### src/rtl/core/sip_pkg.sv
// Shared types, constants and character helpers for the string-to-integer parser.
// Used by sip_step and string_to_integer_parse; depends on nothing else.
package sip_pkg;

  // Conversion phase
  typedef enum logic [2:0] {
    PH_IDLE   = 3'd0,
    PH_LEAD   = 3'd1,
    PH_SIGN   = 3'd2,
    PH_ZERO   = 3'd3,
    PH_PREFIX = 3'd4,
    PH_DIGITS = 3'd5
  } phase_t;

  // Per-conversion state carried from one character to the next
  typedef struct packed {
    phase_t      phase;
    logic        negative;
    logic [5:0]  active_base;
    logic [31:0] accumulator;
    logic        digit_seen;
    logic        overflowed;
    logic [15:0] char_count;
  } sip_state_t;

  // One result beat
  typedef struct packed {
    logic        valid;
    logic [31:0] value;
    logic        overflow;
    logic        got_digits;
    logic [15:0] consumed;
  } sip_result_t;

  localparam logic [5:0]  RADIX_RESET = 6'd10;
  localparam logic [5:0]  BASE_AUTO   = 6'd0;
  localparam logic [5:0]  BASE_BIN    = 6'd2;
  localparam logic [5:0]  BASE_OCT    = 6'd8;
  localparam logic [5:0]  BASE_DEC    = 6'd10;
  localparam logic [5:0]  BASE_HEX    = 6'd16;
  localparam logic [15:0] COUNT_MAX   = 16'hFFFF;
  localparam logic [31:0] POS_LIMIT   = 32'h7FFF_FFFF;
  localparam logic [31:0] NEG_LIMIT   = 32'h8000_0000;

  localparam logic [7:0] CH_SPACE = 8'h20;
  localparam logic [7:0] CH_TAB   = 8'h09;
  localparam logic [7:0] CH_CR    = 8'h0D;
  localparam logic [7:0] CH_PLUS  = 8'h2B;
  localparam logic [7:0] CH_MINUS = 8'h2D;
  localparam logic [7:0] CH_0     = 8'h30;
  localparam logic [7:0] CH_9     = 8'h39;
  localparam logic [7:0] CH_UA    = 8'h41;
  localparam logic [7:0] CH_UZ    = 8'h5A;
  localparam logic [7:0] CH_LA    = 8'h61;
  localparam logic [7:0] CH_LZ    = 8'h7A;
  localparam logic [7:0] CH_UX    = 8'h58;
  localparam logic [7:0] CH_LX    = 8'h78;
  localparam logic [7:0] CH_UB    = 8'h42;
  localparam logic [7:0] CH_LB    = 8'h62;
  localparam logic [7:0] NO_DIGIT = 8'hFF;

  // Digit value of a character: 0-9, then letters 10..35, else all ones
  function automatic logic [7:0] digit_value(input logic [7:0] c);
    logic [7:0] v;
    v = NO_DIGIT;
    if (c >= CH_0 && c <= CH_9) begin
      v = c - CH_0;
    end else if (c >= CH_UA && c <= CH_UZ) begin
      v = c - (CH_UA - 8'd10);
    end else if (c >= CH_LA && c <= CH_LZ) begin
      v = c - (CH_LA - 8'd10);
    end
    return v;
  endfunction

  function automatic logic is_ws(input logic [7:0] c);
    return (c == CH_SPACE) || (c >= CH_TAB && c <= CH_CR);
  endfunction

endpackage

### src/rtl/core/sip_step.sv
// One-character step of the parser: current state and character in,
// next state and optional result out. Pure combinational; uses sip_pkg.
module sip_step (
  input  sip_pkg::sip_state_t  state,
  input  logic [7:0]           ch,
  input  logic                 first,
  input  logic [5:0]           radix,
  output sip_pkg::sip_state_t  state_next,
  output sip_pkg::sip_result_t result
);
  import sip_pkg::*;

  sip_state_t  cur;
  sip_state_t  dstate;
  logic        dfinish;
  logic [5:0]  eff_base;
  logic [7:0]  dval;
  logic        is_digit;
  logic [37:0] prod;
  logic [37:0] limit;
  logic [15:0] cnt_inc;
  logic        zero_ok;
  logic        base_any;

  always_comb begin
    // a new conversion starts from fresh state
    cur = state;
    if (first) begin
      cur.phase       = PH_LEAD;
      cur.negative    = 1'b0;
      cur.active_base = radix;
      cur.accumulator = '0;
      cur.digit_seen  = 1'b0;
      cur.overflowed  = 1'b0;
      cur.char_count  = '0;
    end

    base_any = (cur.active_base == BASE_AUTO);

    // base used if this character goes to the digit step
    case (cur.phase)
      PH_ZERO: eff_base = base_any ? BASE_OCT : cur.active_base;
      default: eff_base = base_any ? BASE_DEC : cur.active_base;
    endcase

    // digit multiply-add and range check
    dval     = digit_value(ch);
    is_digit = dval < {2'b00, eff_base};
    prod     = 38'(cur.accumulator) * 38'(eff_base) + 38'(dval);
    limit    = cur.negative ? 38'(NEG_LIMIT) : 38'(POS_LIMIT);
    cnt_inc  = (cur.char_count == COUNT_MAX) ? cur.char_count : cur.char_count + 16'd1;

    // digit step outcome
    dstate             = cur;
    dstate.active_base = eff_base;
    dfinish            = 1'b0;
    if (!is_digit) begin
      dstate.phase = PH_IDLE;
      dfinish      = 1'b1;
    end else begin
      if (!cur.overflowed) begin
        if (prod > limit) begin
          dstate.overflowed = 1'b1;
        end else begin
          dstate.accumulator = prod[31:0];
        end
      end
      dstate.digit_seen = 1'b1;
      dstate.phase      = PH_DIGITS;
      dstate.char_count = cnt_inc;
    end

    zero_ok = (ch == CH_0) &&
              (base_any || cur.active_base == BASE_HEX || cur.active_base == BASE_BIN);

    // phase dispatch
    state_next   = cur;
    result.valid = 1'b0;
    case (cur.phase)
      PH_LEAD, PH_SIGN: begin
        if (cur.phase == PH_LEAD && is_ws(ch)) begin
          state_next.char_count = cnt_inc;
        end else if (cur.phase == PH_LEAD && (ch == CH_MINUS || ch == CH_PLUS)) begin
          state_next.negative   = (ch == CH_MINUS);
          state_next.phase      = PH_SIGN;
          state_next.char_count = cnt_inc;
        end else if (zero_ok) begin
          state_next.accumulator = '0;
          state_next.digit_seen  = 1'b1;
          state_next.phase       = PH_ZERO;
          state_next.char_count  = cnt_inc;
        end else begin
          state_next   = dstate;
          result.valid = dfinish;
        end
      end
      PH_ZERO: begin
        if ((ch == CH_LX || ch == CH_UX) && (base_any || cur.active_base == BASE_HEX)) begin
          state_next.active_base = BASE_HEX;
          state_next.digit_seen  = 1'b0;
          state_next.phase       = PH_PREFIX;
          state_next.char_count  = cnt_inc;
        end else if ((ch == CH_LB || ch == CH_UB) &&
                     (base_any || cur.active_base == BASE_BIN)) begin
          state_next.active_base = BASE_BIN;
          state_next.digit_seen  = 1'b0;
          state_next.phase       = PH_PREFIX;
          state_next.char_count  = cnt_inc;
        end else begin
          state_next   = dstate;
          result.valid = dfinish;
        end
      end
      PH_PREFIX, PH_DIGITS: begin
        state_next   = dstate;
        result.valid = dfinish;
      end
      default: begin
        state_next.phase = PH_IDLE;
      end
    endcase

    // result fields come from the state before the terminator
    if (cur.overflowed) begin
      result.value = cur.negative ? NEG_LIMIT : POS_LIMIT;
    end else begin
      result.value = cur.negative ? (32'd0 - cur.accumulator) : cur.accumulator;
    end
    result.overflow   = cur.overflowed;
    result.got_digits = cur.digit_seen;
    result.consumed   = cur.digit_seen ? cur.char_count : 16'd0;
  end

endmodule

### src/rtl/core/string_to_integer_parse.sv
// Flow: a character beat accepted into the input register is parsed by sip_step once the
// output is free; a terminator's result beat is then registered in the result register.
// Throughput: one character per cycle while the output is not held, set by the
// combinational multiply-add loop on the accumulator. Reset: rst (synchronous) empties both
// registers, returns the parser to idle and sets radix to 10. Uses sip_pkg and sip_step.
module string_to_integer_parse (
  input  logic        clk,
  input  logic        rst,
  // configuration: radix
  input  logic        cfg_valid,
  output logic        cfg_ready,
  input  logic [5:0]  cfg_data,
  // character input
  input  logic        s_axis_tvalid,
  output logic        s_axis_tready,
  input  logic [7:0]  s_axis_tdata,   // [7:0] ch
  input  logic [0:0]  s_axis_tuser,   // [0] first
  // result output
  output logic        m_axis_tvalid,
  input  logic        m_axis_tready,
  output logic [55:0] m_axis_tdata    // [31:0] value, [32] overflow, [33] got_digits,
                                      // [49:34] consumed, [55:50] zero
);
  import sip_pkg::*;

  logic [5:0]  radix_q;
  logic        in_valid;
  logic [7:0]  in_ch;
  logic        in_first;
  logic        out_free;
  logic        consume;
  sip_state_t  state;
  sip_state_t  state_next;
  sip_result_t result;

  assign cfg_ready = 1'b1;

  // radix register
  always_ff @(posedge clk) begin
    if (rst) begin
      radix_q <= RADIX_RESET;
    end else if (cfg_valid) begin
      radix_q <= cfg_data;
    end
  end

  // input register
  assign out_free      = !m_axis_tvalid || m_axis_tready;
  assign consume       = in_valid && out_free;
  assign s_axis_tready = !in_valid || out_free;

  always_ff @(posedge clk) begin
    if (rst) begin
      in_valid <= 1'b0;
    end else if (s_axis_tready) begin
      in_valid <= s_axis_tvalid;
    end
  end

  always_ff @(posedge clk) begin
    if (s_axis_tvalid && s_axis_tready) begin
      in_ch    <= s_axis_tdata;
      in_first <= s_axis_tuser[0];
    end
  end

  // character step
  sip_step u_step (
    .state      (state),
    .ch         (in_ch),
    .first      (in_first),
    .radix      (radix_q),
    .state_next (state_next),
    .result     (result)
  );

  // conversion state
  always_ff @(posedge clk) begin
    if (rst) begin
      state <= '0;
    end else if (consume) begin
      state <= state_next;
    end
  end

  // result register
  always_ff @(posedge clk) begin
    if (rst) begin
      m_axis_tvalid <= 1'b0;
    end else if (consume && result.valid) begin
      m_axis_tvalid <= 1'b1;
    end else if (m_axis_tready) begin
      m_axis_tvalid <= 1'b0;
    end
  end

  always_ff @(posedge clk) begin
    if (consume && result.valid) begin
      m_axis_tdata <= {6'd0, result.consumed, result.got_digits, result.overflow,
                       result.value};
    end
  end

  // a terminator always ends the conversion
  a_finish_idle: assert property (@(posedge clk) disable iff (rst)
    consume && result.valid |=> state.phase == PH_IDLE)
    else $error("parser not idle after result");

  // without digits the result is all zero
  a_no_digits: assert property (@(posedge clk) disable iff (rst)
    m_axis_tvalid && !m_axis_tdata[33] |->
      m_axis_tdata[49:34] == 16'd0 && !m_axis_tdata[32] && m_axis_tdata[31:0] == 32'd0)
    else $error("nonzero result without digits");

  // overflow saturates
  a_sat: assert property (@(posedge clk) disable iff (rst)
    m_axis_tvalid && m_axis_tdata[32] |->
      m_axis_tdata[31:0] == POS_LIMIT || m_axis_tdata[31:0] == NEG_LIMIT)
    else $error("overflow value not saturated");

  // input stalls only behind a held result
  a_stall: assert property (@(posedge clk) disable iff (rst)
    !s_axis_tready |-> in_valid && m_axis_tvalid && !m_axis_tready)
    else $error("input stalled without cause");

endmodule
### config.mk
export PLATFORM = sky130hd
export DESIGN_NAME = string_to_integer_parse
export DESIGN_NICKNAME = d
export VERILOG_FILES = /design/src/rtl/core/sip_pkg.sv /design/src/rtl/core/sip_step.sv /design/src/rtl/core/string_to_integer_parse.sv
export SDC_FILE = /design/constraint.sdc
export NUM_CORES = 1
export LEC_CHECK = 0
export BUFFER_PORTS_ARGS = -buffer_cell sky130_fd_sc_hd__buf_2
export CORE_ASPECT_RATIO = 0.9
export CORE_UTILIZATION = 45
export DETAILED_ROUTE_END_ITERATION = 16
export PLACE_DENSITY = 0.62
export SLEW_MARGIN = 20
export SYNTH_ARGS = -nofsm -noshare
export SYNTH_HDL_FRONTEND = slang
export SYNTH_SLANG_ARGS = --single-unit
### constraint.sdc
create_clock -name clk -period 10.15 [get_ports clk]
set_clock_uncertainty 0.1 [all_clocks]
set_input_delay 0 -clock clk [delete_from_list [all_inputs] [get_ports clk]]
set_output_delay 0 -clock clk [all_outputs]
set_load 0.02 [all_outputs]
# ---- Word level (Yosys, flattened, before mapping)
# Index checks and enable logic that the tools add are counted.
dict set report totals {
  register_bits 127
  elab_cells 125
  output_inout_bits 59
}
dict set report classes {
  n_reduce_logical 27
  magnitude_cmp 10
  n_addsub 6
  eq_ne 16
  mux 51
  mul 1
}
# cell n
set op_table {}
lappend op_table {{$mux 32} 8}
lappend op_table {{$pmux 57 s3} 1}
lappend op_table {{$mux 16} 6}
lappend op_table {{$mux 60} 1}
lappend op_table {{$mux 50} 1}
lappend op_table {{$mux 44} 1}
lappend op_table {{$mux 40} 1}
lappend op_table {{$add 38x8->38} 1}
lappend op_table {{$gt 38x38->1} 1}
lappend op_table {{$mul 32x6->38} 1}
lappend op_table {{$mux 6} 6}
lappend op_table {{$mux 33} 1}
lappend op_table {{$eq 8x6->1 const B} 4}
lappend op_table {{$eq 8x7->1 const B} 4}
lappend op_table {{$sub 1x32->32 const A} 1}
lappend op_table {{$mux 8} 3}
lappend op_table {{$add 16x1->16 const B} 1}
lappend op_table {{$eq 16x16->1 const B} 1}
lappend op_table {{$ge 8x7->1 const B} 2}
lappend op_table {{$le 8x7->1 const B} 2}
lappend op_table {{$sub 8x6->8 const B} 2}
lappend op_table {{$mux 1} 15}
lappend op_table {{$logic_and 1x1->1} 12}
lappend op_table {{$mux 3} 4}
lappend op_table {{other kinds (19)} 31}

# ---- Longest topological paths before layout
dict set report logic_depth {
  word_depth 14
  ltp_mapped 40
  mapped_depth_nobuf 35
}

# ---- Hierarchy
# A second synthesis with hierarchy kept.
dict set report unflattened {
  hier_cells 1865
  hier_area_um2 15752.6
}
# module cells_per_inst area_per_inst_um2 n_inst
set by_module_without_submodules {}
lappend by_module_without_submodules {sip_step 1505 10906.7 1}
lappend by_module_without_submodules {string_to_integer_parse 360 4845.9 1}

# ---- Worst setup path after synthesis
# OpenSTA, ideal clock, no wires.
dict set report synth_timing {
  path_type {register -> register}
  from {register in_first}
  to {register, netlist name state[49]}
  t_arrival_ns 8.774
  path_slack_ns 1.207
  setup_ns 0.069
  stages_incl_launch_ff 39
  cell_sequence {edfxtp_1 -> clkbuf_1 -> clkbuf_1 -> clkbuf_1 -> buf_1 -> clkbuf_1 -> clkbuf_1 -> nor2_1 -> clkbuf_1 -> nand2_1 -> fa_1 -> fa_1 -> inv_1 -> fa_1 -> inv_1 -> fa_1 -> inv_1 -> ha_1 -> (+3 left out) -> or2_2 -> a21oi_1 -> o21ba_2 -> o211ai_1 -> a21oi_1 -> xor2_1 -> inv_1 -> ha_1 -> a211oi_1 -> o21ai_0 -> nor3_1 -> a31oi_1 -> a211o_1 -> a2111oi_4 -> nand4_2 -> or4_4 -> buf_6 -> o21ai_1}
}
dict set report synth_via {
  elab_chain_cells 14
  word_cells_on_any_way 36
  cone_classes {add/sub (1); mul (1); order compare (2); eq/ne (7); mux (14); reduce/logical (11)}
}
# item line
set synth_lines {}
lappend synth_lines {{from (decl)} string_to_integer_parse.sv:29} ;# logic in_first;
lappend synth_lines {{from (signal assigned)} string_to_integer_parse.sv:63} ;# in_first <= s_axis_tuser[0];
lappend synth_lines {{$mux 60 (*)} sip_step.sv:28} ;# if (first) begin
lappend synth_lines {{$logic_not 6->1} sip_step.sv:38} ;# base_any = (cur.active_base == BASE_AUTO);
lappend synth_lines {{$mux 6, on equally long branches} {sip_step.sv:43, sip_step.sv:42}}
lappend synth_lines {{$mux 6} sip_step.sv:41} ;# case (cur.phase)
lappend synth_lines {{$mul 32x6->38} sip_step.sv:49} ;# prod = 38'(cur.accumulator) * 38'(eff_base) + 38'(dval);
lappend synth_lines {{$add 38x8->38} sip_step.sv:49}
lappend synth_lines {{$gt 38x38->1} sip_step.sv:62} ;# if (prod > limit) begin
lappend synth_lines {{$mux 32} sip_step.sv:62}
lappend synth_lines {{$mux 32} sip_step.sv:61} ;# if (!cur.overflowed) begin
lappend synth_lines {{$mux 50} sip_step.sv:57} ;# if (!is_digit) begin
lappend synth_lines {{$mux 33} sip_step.sv:87} ;# end else if (zero_ok) begin
lappend synth_lines {{$mux 40} sip_step.sv:83} ;# end else if (cur.phase == PH_LEAD && (ch == CH_MINUS || ch == CH_PLUS)) begin
lappend synth_lines {{$mux 44} sip_step.sv:81} ;# if (cur.phase == PH_LEAD && is_ws(ch)) begin
lappend synth_lines {{$pmux 57 s3 (*)} sip_step.sv:79} ;# case (cur.phase)
# Every way passes the cells marked *; elsewhere a longest branch is shown, timed or not.
# A chain may end at the register's enable or synchronous reset.

# ---- Final worst setup path
dict set report layout_timing {
  from {register in_first}
  to {register, netlist name state[36]}
}
dict set report layout_via {
  elab_chain_cells 14
  word_cells_on_any_way 36
  cone_classes {add/sub (1); mul (1); order compare (2); eq/ne (7); mux (14); reduce/logical (11)}
}
# item line
set layout_lines {}
lappend layout_lines {{$mux 60 (*)} sip_step.sv:28}
lappend layout_lines {{$logic_not 6->1} sip_step.sv:38}
lappend layout_lines {{$mux 6, on equally long branches} {sip_step.sv:43, sip_step.sv:42}}
lappend layout_lines {{$mux 6} sip_step.sv:41}
lappend layout_lines {{$mul 32x6->38} sip_step.sv:49}
lappend layout_lines {{$add 38x8->38} sip_step.sv:49}
lappend layout_lines {{$gt 38x38->1} sip_step.sv:62}
lappend layout_lines {{$mux 32} sip_step.sv:62}
lappend layout_lines {{$mux 32} sip_step.sv:61}
lappend layout_lines {{$mux 50} sip_step.sv:57}
lappend layout_lines {{$mux 33} sip_step.sv:87}
lappend layout_lines {{$mux 40} sip_step.sv:83}
lappend layout_lines {{$mux 44} sip_step.sv:81}
lappend layout_lines {{$pmux 57 s3 (*)} sip_step.sv:79}
# Marked as above.

==> flow_metrics.tcl <==
set metrics [dict create \
    synth_area_sq_um 15000 \
    drc 0 \
    grt_start_max_net_pins 63 \
    vdd_drop_max_mv 0.0760 \
    power.density_nw_per_um2 79.9 \
    ys_seq_area_share_pct 20.8 \
    final_cells 2310 \
    area_growth_pct 9.95 \
    holdWs_ps 29.3 \
    finalCritPeriodShare_pct 95.8 \
    cts.reportedPaths.clkPinSlew_ps 70 \
    cts_buffers 17 \
    critPathKind "flop to flop" \
    worstMarginPinSlew_ps 979 \
    final.setup.tns_ps 0 \
    fmax_mhz 103 \
    die_w_microns 195 \
    fin_nets 2150 \
    critPathLaunch "in_first" \
    hpwl_microns 35600 \
    async_reset_ff_share_pct 0 \
    grt_use_total_pct 27.6 \
    synth.distinct_cells 87 \
    drtIter0Drc 1300 \
    synth-seq-cells 127 \
    place_inst 2252 \
    endpoint_kind "flop" \
    start_util_pct 45.7 \
    final_layout_size_suffix_gt1_share_pct 8.79 \
    synth.area.top_cells "fa_1 17%, edfxtp_1 12%, ha_1 11%" \
    avgRoutedWirePerCell_microns 20.1 \
    overflow 0 \
    antenna_left 0 \
    mostFrequentLayoutCells "207 x nand2_1, 160 x inv_1, 129 x a21oi_1, 129 x ha_1, 127 x nor2_1" \
    hp-class "input port to flop" \
    crit_family "compound AO/OA/AOI/OAI gates" \
    rr_startpoint "in_first" \
    power_frac_seq_pct 42.0 \
    synth_warnings 0 \
    startpoint_type "flop" \
    drv_slew 0 \
    insertion_delay_ps 440 \
    p_switching_uw 398 \
    rows 63 \
    die_h_microns 175 \
    cp_num_buf_inv 4 \
    root_buffer "clkbuf_16" \
    netlist.area_leader.share_pct 16.8 \
    cap_violations 0 \
    clkSinkCount 127 \
    slew_headroom_pct 34.7 \
    synth_area_leader_cell "fa_1" \
    routed_wl_microns 46400 \
    sw_frac_of_total_pct 30.1 \
    hold_viol 0 \
    gp_congestion 0.940 \
    grt_antenna_before_repair 0 \
    combPwrFrac_pct 13.3 \
    fp.coreArea_sq_um 32900 \
    critical_path.slowest_cell "or4_4" \
    htree_levels 4 \
    status "finished, final reports clean" \
    n_antenna_cell 0 \
    postSynthAreaPerCell_sq_um 8.20 \
    layout_min_cycle_time_ps 9730 \
    synth_edf_count 59 \
    finalSetupViolCount 0 \
    avgViaCountPerCell 5.99 \
    synth_ff_type "dfxtp_1" \
    p_int_uw 923 \
    grt_pass1_vias 13100 \
    clkPwrFrac_pct 44.7 \
    cts.path.max_buffers 2 \
    critPathMaxFanout 20 \
    worst_ep_arrival_time_ps 9990 \
    hp-start "rst" \
    die_area_sq_um 34200 \
    p_leak_uw 0.00755 \
    critPathRequiredTime_ps 10420 \
    io_pins 79 \
    syn-instance-count 1835 \
    vias 13800 \
    grt_pass1_wl_microns 74300 \
    drt_pass1_iterations 8 \
    cts_tree "done" \
    port_buffers 71 \
    slowest_delay_ps 630 \
    mostFrequentLayoutCell "nand2_1" \
]
==> area by class of cell <==
type                       instances  area, sq um
clock buffer                      17          425
fill                            3138        16400
multi-input combinational       1435        10900
clock inverter                    15          123
tap                              422          528
timing repair buffer             131          866
sequential                       127         3130
inverter                         163          612
==> registers in the layout, indices dropped and copies added, names as in the netlist <==
register,count
state,60
m_axis_tdata,50
in_ch,8
radix_q,6
in_first,1
in_valid,1
m_axis_tvalid,1
==> cells in the mapped netlist, drive strengths merged (6+ instances only) <==
cell    instances
o22ai          12
o21ai         141
a221oi         24
and3            8
fa            126
xor2           19
xnor2          15
ha            129
clkbuf         91
a211oi         14
a31oi          21
a21o           14
nand2b         17
a21oi         132
nor2b          32
buf            24
o31ai          15
a311oi          6
and2          110
nand3          25
nor3           42
nand4          31
nor4           13
nor2          128
edfxtp         59
mux2i          16
inv           162
or3            13
o21a            8
dfxtp          68
o21bai          8
nand2         207
nor3b           9
o211ai         13
==> metrics by stage <==
| step | utilization (%) | setup slack, ps | instance area, sq um | total power (uW) |
|---|---|---|---|---|
| 2_1_floorplan | - | 1210 | 15100 | 673 |
| 3_3_place_gp | 47.7 | 652 | 15700 | 726 |
| 3_5_place_dp | 47.7 | 415 | 15700 | 728 |
| 4_1_cts | 50.1 | 376 | 16500 | 1320 |
| 5_1_grt | 50.2 | -4.56 | 16500 | 1370 |
| 6_report | 50.2 | 422 | 16500 | 1320 |
==> path summary, 6_finish.rpt <==
path	cells past startpoint	to	slack (ps)
max	34	state[36]	420
min	3	state[8]	30
max reg2reg	34	state[36]	420
min reg2reg	2	state[7]	420
==> cell families after synthesis <==
kind of cell | Yosys count | share of synthesized area (%)
flops | 127 | 20.8
xor+xnor | 34 | 1.98
compound gates | 465 | 19.5
simple gates | 657 | 21.6
fa+ha+maj | 255 | 27.5
buf+inv | 278 | 7.34
other cells | 2 | 0.0499
mux | 17 | 1.14
==> power by group through the flow <==
stage                     clock, uW  combinational, uW  sequential, uW
after floorplan                   0                108             565
after global placement            0                161             565
after detailed placement          0                163             565
after CTS                       595                171             554
after global routing            620                192             556
final                           590                176             555
==> worst reg2reg max path: cells and delay by family, from the launching register on <==
family / cells / cell delay [ps]
xor gates and xnor gates: 1 / 220
and+or+nand+nor: 9 / 2660
adders and majority gates: 6 / 2550
DFF: 1 / 490
buffers and inverters: 4 / 790
AOI/OAI and AO/OA: 14 / 2860
==> routing by layer <==
metal / vias up / wire (microns) / global-route usage (%)
met2: 638 / 19800 / 41.0
met1: 6654 / 21400 / 41.1
met3: 71 / 4320 / 5.26
li1: 6466 / - / -
met5: - / 0 / 0
met4: 0 / 871 / 6.65
==> timing repair <==
| action | CTS | global route |
|---|---|---|
| hold buffers | 24 | 0 |
| hold endpoints to repair | 17 | 0 |
| gates resized for setup | 0 | 5 |
| setup endpoints to repair | 0 | 31 |
| setup buffers | 0 | 2 |
Power figures use the tool's default switching activity.
